### config.mk
export PLATFORM = sky130hd
export DESIGN_NAME = binary_to_decimal_ascii
export DESIGN_NICKNAME = d
export VERILOG_FILES = /design/src/hw/rtl/b2da_pkg.sv /design/src/hw/rtl/b2da_cell.sv /design/src/hw/rtl/b2da_ctrl.sv /design/src/hw/rtl/binary_to_decimal_ascii.sv
export SDC_FILE = /design/constraint.sdc
export NUM_CORES = 1
export LEC_CHECK = 0
export ABC_CLOCK_PERIOD_IN_PS = 4100
export BUFFER_PORTS_ARGS = -buffer_cell sky130_fd_sc_hd__buf_2
export CORE_MARGIN = 2
export CORE_UTILIZATION = 60
export DETAILED_ROUTE_END_ITERATION = 7
export GPL_TIMING_DRIVEN = 0
export HOLD_SLACK_MARGIN = 0.02
export PLACE_DENSITY = 0.8
export SYNTH_ARGS = -nofsm -noshare
export SYNTH_HDL_FRONTEND = slang
export SYNTH_SLANG_ARGS = --single-unit
### constraint.sdc
create_clock -name clk -period 4.1 [get_ports clk]
set_input_delay 0.615 -clock clk [delete_from_list [all_inputs] [get_ports clk]]
set_output_delay 0.615 -clock clk [all_outputs]
set_load 0.01 [all_outputs]
### src/hw/rtl/b2da_pkg.sv
`timescale 1ns / 1ps
// ----------------------------------------------------------------------------
// b2da_pkg
// shared types and constants of the binary to decimal ascii converter
// ----------------------------------------------------------------------------
package b2da_pkg;

	localparam int VALUE_W            = 64;
	localparam int STEP_W             = $clog2(VALUE_W);
	localparam int DIGIT_W            = 4;
	localparam int CHAR_W             = 6;
	localparam int DEFAULT_MAX_DIGITS = 20;

	localparam logic [DIGIT_W-1:0] DABBLE_LIMIT = 4'd5;
	localparam logic [DIGIT_W-1:0] DABBLE_ADJ   = 4'd3;
	localparam logic [CHAR_W-1:0]  ASCII_ZERO   = 6'h30;

	typedef enum logic [1:0] {
		ST_IDLE,
		ST_CONVERT,
		ST_EMIT
	} state_t;

	// control word broadcast to every digit cell
	typedef struct packed {
		logic load;   // clear digit, new transaction
		logic dabble; // add-3 correction and shift one bit up
		logic move;   // shift whole digits one cell up
	} cell_ctl_t;

endpackage

### src/hw/rtl/b2da_cell.sv
`timescale 1ns / 1ps
// ----------------------------------------------------------------------------
// b2da_cell
// one bcd digit of the conversion chain
// ----------------------------------------------------------------------------
module b2da_cell
	import b2da_pkg::*;
(
	input  logic               clk,
	input  cell_ctl_t          ctl,
	input  logic               bit_in,
	input  logic [DIGIT_W-1:0] digit_in,
	output logic [DIGIT_W-1:0] digit,
	output logic               carry
);

	logic [DIGIT_W-1:0] digit_q;
	logic [DIGIT_W-1:0] corr;

	always_comb begin
		corr = (digit_q >= DABBLE_LIMIT) ? digit_q + DABBLE_ADJ : digit_q;
	end

	always_ff @(posedge clk) begin
		priority if (ctl.load) begin
			digit_q <= '0;
		end else if (ctl.dabble) begin
			digit_q <= {corr[DIGIT_W-2:0], bit_in};
		end else if (ctl.move) begin
			digit_q <= digit_in;
		end
	end

	assign digit = digit_q;
	assign carry = corr[DIGIT_W-1];

endmodule

### src/hw/rtl/b2da_ctrl.sv
`timescale 1ns / 1ps
// ----------------------------------------------------------------------------
// b2da_ctrl
// sequencer, leading zero skip and output register
// ----------------------------------------------------------------------------
module b2da_ctrl
	import b2da_pkg::*;
#(
	parameter int MAX_DIGITS = DEFAULT_MAX_DIGITS
) (
	input  logic               clk,
	input  logic               arst_n,
	input  logic               in_valid,
	output logic               in_ready,
	output logic               out_valid,
	input  logic               out_ready,
	input  logic [DIGIT_W-1:0] top_digit,
	output cell_ctl_t          ctl,
	output logic [CHAR_W-1:0]  ascii_char,
	output logic               last
);

	localparam int REM_W = $clog2(MAX_DIGITS + 1);

	state_t             state_q, state_d;
	logic [STEP_W-1:0]  step_q;
	logic [REM_W-1:0]   remain_q;
	logic               lead_q;
	logic               out_valid_q;
	logic [DIGIT_W-1:0] char_q;
	logic               last_q;

	logic slot_free;
	logic skip;
	logic emit;
	logic final_digit;
	logic step_done;

	assign slot_free   = !out_valid_q || out_ready;
	assign final_digit = (remain_q == REM_W'(1));
	assign step_done   = (step_q == STEP_W'(VALUE_W - 1));

	// next state
	always_comb begin
		state_d = state_q;
		unique case (state_q)
			ST_IDLE: begin
				if (in_valid) state_d = ST_CONVERT;
			end
			ST_CONVERT: begin
				if (step_done) state_d = ST_EMIT;
			end
			ST_EMIT: begin
				if (emit && final_digit) state_d = ST_IDLE;
			end
			default: state_d = ST_IDLE;
		endcase
	end

	// outputs
	always_comb begin
		in_ready   = 1'b0;
		skip       = 1'b0;
		emit       = 1'b0;
		ctl        = '0;
		unique case (state_q)
			ST_IDLE: begin
				in_ready = 1'b1;
				ctl.load = in_valid;
			end
			ST_CONVERT: begin
				ctl.dabble = 1'b1;
			end
			ST_EMIT: begin
				// leading zeros leave the chain without a transaction
				skip     = !lead_q && (top_digit == '0) && !final_digit;
				emit     = !skip && slot_free;
				ctl.move = skip || emit;
			end
			default: begin
				in_ready = 1'b0;
			end
		endcase
	end

	always_ff @(posedge clk or negedge arst_n) begin
		if (!arst_n) begin
			state_q     <= ST_IDLE;
			step_q      <= '0;
			remain_q    <= '0;
			lead_q      <= 1'b0;
			out_valid_q <= 1'b0;
		end else begin
			state_q <= state_d;
			if (ctl.load) begin
				step_q <= '0;
			end else if (ctl.dabble) begin
				step_q <= step_q + STEP_W'(1);
			end
			if (ctl.dabble && step_done) begin
				remain_q <= REM_W'(MAX_DIGITS);
				lead_q   <= 1'b0;
			end else if (ctl.move) begin
				remain_q <= remain_q - REM_W'(1);
				if (emit) lead_q <= 1'b1;
			end
			if (emit) begin
				out_valid_q <= 1'b1;
			end else if (out_ready) begin
				out_valid_q <= 1'b0;
			end
		end
	end

	always_ff @(posedge clk) begin
		if (emit) begin
			char_q <= top_digit;
			last_q <= final_digit;
		end
	end

	assign out_valid  = out_valid_q;
	assign ascii_char = ASCII_ZERO + CHAR_W'(char_q);
	assign last       = last_q;

`ifndef ASSERT_OFF
	a_emit_remain: assert property (@(posedge clk) disable iff (!arst_n)
		(state_q == ST_EMIT) |-> (remain_q != '0))
		else $error("emit phase with no digits left");

	a_ctl_onehot: assert property (@(posedge clk) disable iff (!arst_n)
		$onehot0({ctl.load, ctl.dabble, ctl.move}))
		else $error("conflicting cell controls");

	a_load_start: assert property (@(posedge clk) disable iff (!arst_n)
		ctl.load |=> (state_q == ST_CONVERT) && (step_q == '0))
		else $error("conversion did not start at step zero");

	a_last_idle: assert property (@(posedge clk) disable iff (!arst_n)
		(emit && final_digit) |=> (state_q == ST_IDLE) && out_valid_q && last_q)
		else $error("final digit did not end the transaction");
`endif

endmodule

### src/hw/rtl/binary_to_decimal_ascii.sv
`timescale 1ns / 1ps
// ----------------------------------------------------------------------------
// binary_to_decimal_ascii
// 64-bit unsigned binary to decimal ascii digits, most significant first
// ----------------------------------------------------------------------------
// sequence: the accepting cycle loads the value, then the 64 double dabble
//   steps run, leading zeros are skipped and one digit per cycle follows
//   while out_ready stays high; a new number is accepted only once the
//   last digit of the previous one has been emitted
// reset: arst_n clears the sequencer and the output valid flag; digit cells
//   and the value shift register are cleared or loaded on each new number
// ----------------------------------------------------------------------------
module binary_to_decimal_ascii
	import b2da_pkg::*;
#(
	parameter int MAX_DIGITS = DEFAULT_MAX_DIGITS
) (
	input  logic               clk,
	input  logic               arst_n,
	input  logic               in_valid,
	output logic               in_ready,
	input  logic [VALUE_W-1:0] value,
	output logic               out_valid,
	input  logic               out_ready,
	output logic [CHAR_W-1:0]  ascii_char,
	output logic               last
);

	cell_ctl_t          ctl;
	logic [VALUE_W-1:0] value_q;

	// link i feeds cell i; link MAX_DIGITS is the top of the chain
	logic               chain_bit   [MAX_DIGITS+1];
	logic [DIGIT_W-1:0] chain_digit [MAX_DIGITS+1];

	// binary operand shifts out msb first into the lowest digit cell
	always_ff @(posedge clk) begin
		if (ctl.load) begin
			value_q <= value;
		end else if (ctl.dabble) begin
			value_q <= {value_q[VALUE_W-2:0], 1'b0};
		end
	end

	assign chain_bit[0]   = value_q[VALUE_W-1];
	assign chain_digit[0] = '0;

	// row of bcd cells, least significant digit at index zero; the carry out
	// of the top cell drops digits above the cap
	for (genvar i = 0; i < MAX_DIGITS; i++) begin : g_cell
		b2da_cell u_cell (
			.clk      (clk),
			.ctl      (ctl),
			.bit_in   (chain_bit[i]),
			.digit_in (chain_digit[i]),
			.digit    (chain_digit[i+1]),
			.carry    (chain_bit[i+1])
		);
	end

	// sequencer skips leading zeros at the chain top and emits the rest
	b2da_ctrl #(
		.MAX_DIGITS (MAX_DIGITS)
	) u_ctrl (
		.clk        (clk),
		.arst_n     (arst_n),
		.in_valid   (in_valid),
		.in_ready   (in_ready),
		.out_valid  (out_valid),
		.out_ready  (out_ready),
		.top_digit  (chain_digit[MAX_DIGITS]),
		.ctl        (ctl),
		.ascii_char (ascii_char),
		.last       (last)
	);

endmodule
* Word level (Yosys, flattened, before mapping)
Index checks and enable logic that the tools add are counted.
Operators by class: add/subtract/negate cells 23, order comparisons 20, equal/unequal tests 7, mux-type cells 80, reduce and logical (&&, ||, !) cells 20
Operators by type and width (count):
- 2-to-1 mux 4 bit | 59
- 2-to-1 mux 64 bit | 2
- greater-or-equal comparator 4 x 3 -> 1 bit (second input constant) | 20
- adder 4 x 2 -> 4 bit (second input constant) | 19
- 2-to-1 mux 6 bit | 2
- 2-to-1 mux 1 bit | 10
- 2-to-1 mux 5 bit | 2
- nonzero test 2 bit | 5
- adder 5 x 5 -> 6 bit (first input constant) | 1
- adder 6 x 1 -> 6 bit (second input constant) | 1
- == test 6 bit (second input constant) | 1
- 2-to-1 mux 2 bit | 3
- case mux 2 bit (3 select lines) | 1
- == test 5 x 1 -> 1 bit (second input constant) | 1
- logical AND 1 bit | 5
- subtractor 5 x 1 -> 5 bit (second input constant) | 1
- zero test 1 bit | 4
- zero test 4 bit | 1
- inequality test 2 x 1 -> 1 bit (second input constant) | 2
- adder 3 x 2 -> 3 bit (second input constant) | 1
- 2-to-1 mux 3 bit | 1
- AND reduction 3 bit | 1
- == test 2 x 1 -> 1 bit (second input constant) | 1
- == test 2 bit (second input constant) | 1
- 4 further kinds | 5
Word-level totals: flip-flop bits (word level) 164, bits of input ports 68, output and inout bits 9, word-level logic and storage cells 178

* Logic depth before layout (Yosys ltp)
Gate-level depths: netlist of run 1.
depth after elaboration 9, depth in mapped cells 9, depth with buffers taken out 7

* Hierarchy
From an unflattened synthesis of run 1, not the netlist that was laid out.
Second synthesis, totals: cell total of the unflattened synthesis 927, area total of the unflattened synthesis 9482.8 µm²
Modules (own cells, without submodules):
- b2da_cell | times used 20, cells each 35, area each 280.3 µm², sequential area each 80.1 µm²
- binary_to_decimal_ascii | times used 1, cells each 137, area each 2900.3 µm², sequential area each 1921.8 µm²
- b2da_ctrl | times used 1, cells each 90, area each 977.2 µm², sequential area each 525.5 µm²

* Least setup slack after synthesis of run 1
No wires, ideal clock.
kind input port to flip-flop, start point in in_valid, end point reg u_ctrl.step_q[2], library setup time 0.127 ns, arrival time 3.068 ns, data required time 3.973 ns, path slack 0.904 ns, cell stages on the path 6, path buffers 1, cell sequence or3b_2 -> clkbuf_1 -> nand2_1 -> o21ai_0 -> nand2_1 -> o21ai_0
On the way: longest elaborated chain between the ends 2, elaborated cells between the ends (all ways) 3, classes of those cells mux: 2; reduce/logical: 1
Ends and longest elaborated chain:
- from (decl) | line binary_to_decimal_ascii.sv:20 | input logic in_valid,
- 2-to-1 mux 1 bit * | line b2da_ctrl.sv:66 | unique case (state_q)
- 2-to-1 mux 6 bit / nonzero test 2 bit (equally long branches)
- to (signal assigned) | line b2da_ctrl.sv:98 | step_q <= step_q + STEP_W'(1);
- to (decl) | line b2da_ctrl.sv:26 | logic [STEP_W-1:0] step_q;
Mark *: on every way between the ends. The rest lies on a longest branch, timed or not. A chain may end at the register's enable or synchronous reset.

* Worst setup path after layout of run 1
start point reg u_ctrl.state_q[0], end point reg g_cell[10].u_cell.digit_q[3]
On the way: longest elaborated chain between the ends 3, elaborated cells between the ends (all ways) 8, classes of those cells eq/ne: 2; mux: 4; reduce/logical: 2
Ends and longest elaborated chain:
- from (decl) | line b2da_ctrl.sv:25 | state_t state_q, state_d;
- from (signal assigned) | line b2da_ctrl.sv:94 | state_q <= state_d;
- == test 2 x 1 -> 1 bit / == test 2 bit (equally long branches) | line b2da_ctrl.sv:66
- 2-to-1 mux 1 bit | line b2da_ctrl.sv:66
- 2-to-1 mux 4 bit / nonzero test 2 bit (equally long branches)
- to (signal assigned) | line b2da_cell.sv:28 | digit_q <= {corr[DIGIT_W-2:0], bit_in};
- to (signal assigned) | line b2da_cell.sv:30 | digit_q <= digit_in;
- to (decl) | line b2da_cell.sv:17 | logic [DIGIT_W-1:0] digit_q;
Several ways; a longest one is shown, not always the timed one.

==> summary.md, run 1 <==
| Metric | Value |
|---|---|
| Vias per cell | `5.856` |
| CP most frequent cell | `clkbuf_1` |
| Clk pwr share | `17.5%` |
| Synth top area share | `23.15%` |
| Total power | `8.626 mW` |
| Post-Syn Area per Cell | `8.450 um^2` |
| Worst vdd ir | `437.5 uV` |
| Final Skew | `5.882 ps` |
| Post-CTS resize count | `0` |
| Number of synthesized flops with an enable pin | `69` |
| CP max FO | `10` |
| Final Setup Violations | `0` |
| Layout cell share with drive strength beyond 1 | `10.03%` |
| Most frequent cells in the layout | `nand2_1 (313), a21oi_1 (101), buf_2 (81)` |
| Die width | `126.1 um` |
| Synth-to-Final Area Change | `12.93%` |
| Clock tree root buffer cell | `clkbuf_16` |
| First-pass GRT wire length | `35.74 mm` |
| Crit end category | `flop` |
| Setup_tns | `0 ps` |
| Row cnt | `44` |
| Clk_lat worst skew | `430 ps` |
| Sw frac | `40.32%` |
| Post-synth ARST share | `9.146%` |
| Synth Register Bits | `164` |
| Mapped Cells | `1059` |
| Synth top area cells | `edfxtp_1 (23%), dfxtp_1 (18%), nand2_1 (13%), ha_1 (6.2%), a21oi_1 (5.6%)` |
| Tot GR Track Use | `28.00%` |
| Critical R2R Launch | `u_ctrl.state_q[0]` |
| Final count of hold timing violations | `0` |
| H-tree depth | `4` |
| Crit path DAT | `2750 ps` |
| Die Span Y | `126.1 um` |
| Overall routed net length | `22.13 mm` |
| Critical path cell sequence | `nor2_1, and2_1, clkbuf_1, clkbuf_1, clkbuf_1, a21oi_1` |
| Starting density of the core | `61.57%` |
| Buffers on Ports | `74` |
| Hold buffer count at CTS | `0` |
| Max_slew headroom | `41.75%` |
| Setup Fix Bufs, Post-CTS | `0` |
| Mapped Area | `8949 um^2` |
| Vias | `7906` |
| Drt pass-1 iters | `6` |
| Sequential fraction of the synthesis area | `45.25%` |
| Worst-case clock buffer depth | `2` |
| MaxCap Viol Count | `0` |
| Die area | `15910 um^2` |
| Diodes inserted | `0` |
| Crit Path Class | `reg2reg` |
| Slew @ Worst Pin | `873.7 ps` |
| Initial antenna violation count | `0` |
| Routability Congestion | `0.9257` |
| Req. time, crit path | `4380 ps` |
| Most common cell after layout, fill and taps aside | `nand2_1` |
| Sw Pwr | `3.478 mW` |
| Detail Placement HPWL | `14.85 mm` |
| Met2 GRT Util | `45.76%` |
| Pleak | `4.459 nW` |
| Clock slew at reported path FFs | `60 ps` |
| Pint | `5.148 mW` |
| Synth area leader | `edfxtp_1` |
| Slowest CP cell | `clkbuf_1` |
| Sink Count | `164` |
| DRT antenna net count | `0` |
| Top Ports | `77` |
| Worst hold-check path type | `in2async` |
| DRC viols | `0` |
| Gr busiest metal | `met2` |
| Placed cell areas | `9560 um^2` |
| Post-synth top flop | `dfxtp_1` |
| Yosys synthesis warning count | `0` |
| Count of pins over their slew limit | `0` |
| RSZ-0062 raised after global routing | `false` |
| Vias in the first global route | `7317` |
| Fin area | `10110 um^2` |
| CTS tree | `built` |
| Status | `completed` |
| Comb pwr share | `43.8%` |
| Grt ovf | `0` |
| CP startpoint | `u_ctrl.state_q[0]` |
| Total core area | `14530 um^2` |
| Crit path largest cell delay | `570 ps` |
| Nets | `1265` |
| Synth cell types | `43` |
| Max frequency | `404.2 MHz` |
| WL per Instance | `16.39 um` |
| Setup crit start kind | `flop` |
| Seq pwr share | `38.7%` |
| GR Util met1 | `37.95%` |
| Minimum clock period | `2474 ps` |
| Largest net degree at the start of global routing | `68` |
| Tcrit/Tclk final | `60.34%` |
| Drt initial violations | `752` |
| CTS Buf Count | `17` |
| M3 GR Usage | `4.291%` |
| Pwr Density | `853.6 nW/um^2` |
==> registers in the layout (all words and copies together), names as in the netlist <==
register / cells
g_cell.u_cell.digit: 80
u_ctrl.char_q: 4
u_ctrl.last: 1
u_ctrl.lead_q: 1
u_ctrl.out_valid: 1
u_ctrl.remain_q: 5
u_ctrl.state_q: 2
u_ctrl.step_q: 6
value_q: 64
==> worst paths after layout <==
path | end | slack (ps) | cells after the start
worst max-delay path | g_cell[10].u_cell.digit[3] | 1630 | 6
worst min-delay path | u_ctrl.remain_q[0] | 70 | 1
worst max register to register | g_cell[10].u_cell.digit[3] | 1630 | 6
worst min register to register | u_ctrl.char_q[1] | 460 | 0
max in group asynchronous | u_ctrl.step_q[5] | 3780 | 1
min in group clk | value_q[14] | 440 | 3
==> cell families (layout without fill, tap and decap cells) <==
family / Yosys count / after routing / synth area share, %
XOR/XNOR: 21 / 21 / 2.055
multiplexers: 20 / 20 / 2.237
adder cells (fa/ha/maj): 44 / 44 / 6.152
AO/OA/AOI/OAI: 273 / 273 / 18.26
other: 1 / 2 / 0.04191
buffers and inverters: 105 / 211 / 4.796
flip-flops: 164 / 164 / 45.25
AND/OR/NAND/NOR: 431 / 431 / 21.21
==> through the flow <==
step	worst slack, ps	std cells	hold WS, ps	util, %
final	1626	1350	73.33	69.53
after CTS	1692	1350	80.51	69.53
after global placement	90.42	1318	454.2	65.73
after detailed placement	1515	1318	442.7	65.78
after floorplan	904.3	1060	319.4	-
after global routing	1470	1350	103.0	69.53
==> power by group through the flow <==
stage | sequential, mW | clock, mW | combinational (mW)
2_1_floorplan | 3.14 | 0 | 3.00
6_report | 3.34 | 1.51 | 3.78
3_5_place_dp | 3.33 | 0 | 3.71
5_1_grt | 3.44 | 1.58 | 4.29
4_1_cts | 3.31 | 1.51 | 3.76
3_3_place_gp | 3.32 | 0 | 3.57
==> critical path, delay by kind of cell (launching register included) <==
family                 cells  cell delay, ps
AO/OA/AOI/OAI              1             110
buffers and inverters      3            1390
AND/OR/NAND/NOR            2             380
flip-flops                 1             430
==> layout make-up <==
class | count | area [um^2]
clock buffers | 21 | 440.4
well taps | 184 | 230.2
multi-input cells | 791 | 4482
fillers | 1194 | 4428
clock inverters | 11 | 105.1
flip-flops and latches | 164 | 4049
repair buffers | 74 | 370.4
plain buffers | 62 | 267.8
inverters | 43 | 161.4
==> routing by layer <==
layer / wire [um] / part of all wire, %
met5: 0 / 0
met4: 453 / 2.0
met3: 1257 / 5.7
met2: 10570 / 48
met1: 9841 / 44
==> cells in the mapped netlist, types with 2 or more instances <==
cell and count:
inv_1 43, mux2i_1 20, buf_4 3, ha_1 44
o21ai_1 16, a21oi_1 101, dfxtp_1 80, a32oi_1 19
nand3_1 26, a22oi_1 18, nor2b_1 2, clkbuf_1 41
buf_6 2, o211ai_1 37, nand4_1 3, nor3b_1 19
and2_1 3, buf_2 7, o21ai_0 50, dfrtp_1 15
nand2_1 314, nand2b_1 45, buf_1 9, edfxtp_1 69
and3_1 5, a211oi_1 2, nor4_1 2, nor2_1 9
a31oi_1 22, xnor2_1 20
(Power assumes the default switching activity.)
==> run 2: changes to the inputs <==
- ABC_AREA: unset -> 1
- ABC_CLOCK_PERIOD_IN_PS: 4100 -> 2550
- clock period: 4.1 -> 2.55 ns (I/O delays scaled with it)
==> run 2 against run 1 <==
Effect of this change: critical path type unchanged; fmax up 24%; critical endpoint is now u_ctrl.step_q[1]; sequential share of layout area is 3.3 points lower; via count grew 18%; power rose by 88%.
==> summary.md, run 2 <==
| Metric | Value |
|---|---|
| Tot GR Track Use | `28.85% (+0.85 points)` |
| Sink Count | `164 (unchanged)` |
| Max_slew headroom | `43.65% (+1.9 points)` |
| Mapped Cells | `1415 (+34%)` |
| Req. time, crit path | `2880 ps (-1500 ps)` |
| Worst hold slack | `199.6 ps (+126.3 ps)` |
| Status | `completed` |
| H-tree depth | `4 (unchanged)` |
| Seq pwr share | `32.9% (-5.8 points)` |
| Detail Placement HPWL | `16.85 mm (+13%)` |
| Number of synthesized flops with an enable pin | `69 (unchanged)` |
| Crit end category | `flop` |
| Minimum clock period | `1988 ps (-486.2 ps)` |
| Drt pass-1 iters | `5 (-1)` |
| Slew @ Worst Pin | `845.2 ps (-28.51 ps)` |
| Most common cell after layout, fill and taps aside | `nand2_1` |
| Pint | `8.842 mW (+72%)` |
| Max frequency | `503.1 MHz (+24%)` |
| Critical path cell sequence | `nor2_1, nand2_1, nand2_4, inv_1, a22o_1` |
| Synth top area cells | `edfxtp_1 (21%), nand2_1 (18%), dfxtp_1 (16%), nor2_1 (9.2%), ha_1 (5.6%)` |
| Hold buffer count at CTS | `1 (+1)` |
| Grt ovf | `0 (unchanged)` |
| Mapped Area | `9787 um^2 (+9.4%)` |
| Comb pwr share | `51.5% (+7.7 points)` |
| Synth area leader | `edfxtp_1` |
| Post-synth top flop | `dfxtp_1` |
| Fill cells | `1420 (+19%)` |
| First-pass GRT wire length | `40.64 mm (+14%)` |
| Final Skew | `10.21 ps (+4.331 ps)` |
| Sequential fraction of the synthesis area | `41.37% (-3.9 points)` |
| Pwr Density | `1474 nW/um^2 (+73%)` |
| Slowest CP cell | `nand2_4` |
| Post-synth ARST share | `9.146% (unchanged)` |
| Die Span Y | `131.7 um (+4.4%)` |
| Post-Syn Area per Cell | `6.917 um^2 (-18%)` |
| Crit path largest cell delay | `680 ps (+110 ps)` |
| Final Setup Violations | `0 (unchanged)` |
| Diodes inserted | `0 (unchanged)` |
| Top delay family on crit path | `simple AND/OR/NAND/NOR gates` |
| Yosys synthesis warning count | `0 (unchanged)` |
| Max reg flops | `80 (unchanged)` |
| Most frequent cells in the layout | `nand2_1 (479), nor2_1 (239), inv_1 (138)` |
| Vias | `9324 (+18%)` |
| Setup_tns | `0 ps (unchanged)` |
| Clk pwr share | `15.7% (-1.8 points)` |
| Synth-to-Final Area Change | `12.53%` |
| Worst vdd ir | `753.6 uV (+72%)` |
| CP max FO | `68 (+58)` |
| Setup Fix Bufs, Post-CTS | `0 (unchanged)` |
| Initial antenna violation count | `0 (unchanged)` |
| MaxCap Viol Count | `0 (unchanged)` |
| Sw frac | `45.55% (+5.2 points)` |
| Clock slew at reported path FFs | `70 ps (about the same)` |
| Overall routed net length | `24.80 mm (+12%)` |
| Synth Register Bits | `164 (unchanged)` |
| Total core area | `15890 um^2 (+9.3%)` |
| Clock tree root buffer cell | `clkbuf_16` |
| Tcrit/Tclk final | `77.95% (+18 points)` |
| Drt initial violations | `636 (-15%)` |
| Worst hold-check path type | `in2reg` |
| CTS tree | `built` |
| Count of pins over their slew limit | `0 (unchanged)` |
| Setup crit start kind | `flop` |
| RSZ-0062 raised after global routing | `false` |
| Sw Pwr | `7.397 mW (+110%)` |
| Synth top area share | `21.17% (-2.0 points)` |
| Die area | `17350 um^2 (+9.1%)` |
| Die width | `131.7 um (+4.4%)` |
| Buf/Inv on CP | `1 (-2)` |
| Top Ports | `77 (unchanged)` |
| WL per Instance | `14.26 um (-13%)` |
| DRT antenna net count | `0 (unchanged)` |
| Register area | `4049 um^2 (unchanged)` |
| Largest net degree at the start of global routing | `69 (+1.5%)` |
| Pleak | `5.811 nW (+30%)` |
| Starting density of the core | `61.61% (about the same)` |
| Vias in the first global route | `8535 (+17%)` |
| Most frequent cells after synthesis | `nand2_1 (480), nor2_1 (239), inv_1 (138)` |
| Routability Congestion | `0.9158 (-1.1%)` |
| Most instantiated library cell after synthesis | `nand2_1` |
| Layout cell share with drive strength beyond 1 | `11.42% (+1.4 points)` |
| Synth cell types | `32 (-26%)` |
| Area of the multi-input gates | `4820 um^2 (+7.5%)` |
| Final count of hold timing violations | `0 (unchanged)` |
| Buffers on Ports | `74 (unchanged)` |
| Nets | `1622 (+28%)` |
| CTS Buf Count | `17 (unchanged)` |
| Crit path DAT | `2320 ps (-430 ps)` |
| Crit Path Class | `reg2reg` |
| Row cnt | `46 (+4.5%)` |
| DRC viols | `0 (unchanged)` |
| Vias per cell | `5.362 (-8.4%)` |
| Worst-case clock buffer depth | `2 (unchanged)` |
| Clk_lat worst skew | `440 ps (about the same)` |
| Post-CTS resize count | `0 (unchanged)` |
-- run 2: power groups by stage --
stage	logic, mW	clock network, mW	registers (mW)
floorplan	6.50	0	5.08
global placement	7.91	0	5.31
finish	8.36	2.54	5.34
detailed placement	8.17	0	5.34
CTS	8.28	2.56	5.31
global route	9.68	2.66	5.50
-- run 2: worst paths after layout --
path                                       startpoint                 to  slack, ps  depth (start not counted)
setup / recovery                    u_ctrl.state_q[0]   u_ctrl.step_q[1]        560                          5
hold / removal                              value[34]        value_q[34]        200                          3
setup reg to reg                    u_ctrl.state_q[0]   u_ctrl.step_q[1]        560                          5
hold reg to reg            g_cell[19].u_cell.digit[1]   u_ctrl.char_q[1]        470                          0
max in group asynchronous                      arst_n  u_ctrl.state_q[1]       1930                          2
min in group asynchronous                      arst_n   u_ctrl.step_q[3]        360                          2
-- run 2: area by class of cell --
cell class | count | area share, %
sequential | 164 | 36.76
inverter | 144 | 4.908
multi-input combinational | 1049 | 43.76
clock inverter | 14 | 1.227
timing repair buffer | 75 | 3.454
clock buffer | 18 | 3.897
buffer | 59 | 3.533
tap | 216 | 2.454
-- run 2: logic make-up after synthesis --
logic type	count (synthesis)	synth area share, %
DFF	164	41.37
buffers and inverters	203	9.499
and+or+nand+nor	858	35.50
AOI/OAI and AO/OA	144	7.875
adders and majority gates	44	5.625
other	1	0.03832
xor gates and xnor gates	1	0.08951
-- run 2: layer usage --
layer	wire length, um	track usage (%)	share of wire, %	vias up
li1	-	-	-	4708
met1	10920	37.38	44	4251
met2	11650	48.75	47	316
met3	1667	5.363	6.7	49
met4	560	9.903	2.3	0
met5	0	0	0	-
-- run 2: worst min-delay path, cell delays in order --
cell     delay [ps]
buf_2            70
nand2_1          40
nand2_1          40
-- run 2: per-stage QoR --
step                      std cells  total power [mW]  instance area [um^2]  worst slack (ps)  util, %
after global routing           1739             17.84                 11010             342.8    69.33
final                          1739             16.24                 11010             562.3    69.33
after detailed placement       1706             13.51                 10440             531.4    65.71
after floorplan                1416             11.58                  9793             425.6        -
after CTS                      1739             16.16                 11010             528.4    69.33
after global placement         1706             13.22                 10430             104.9    65.68
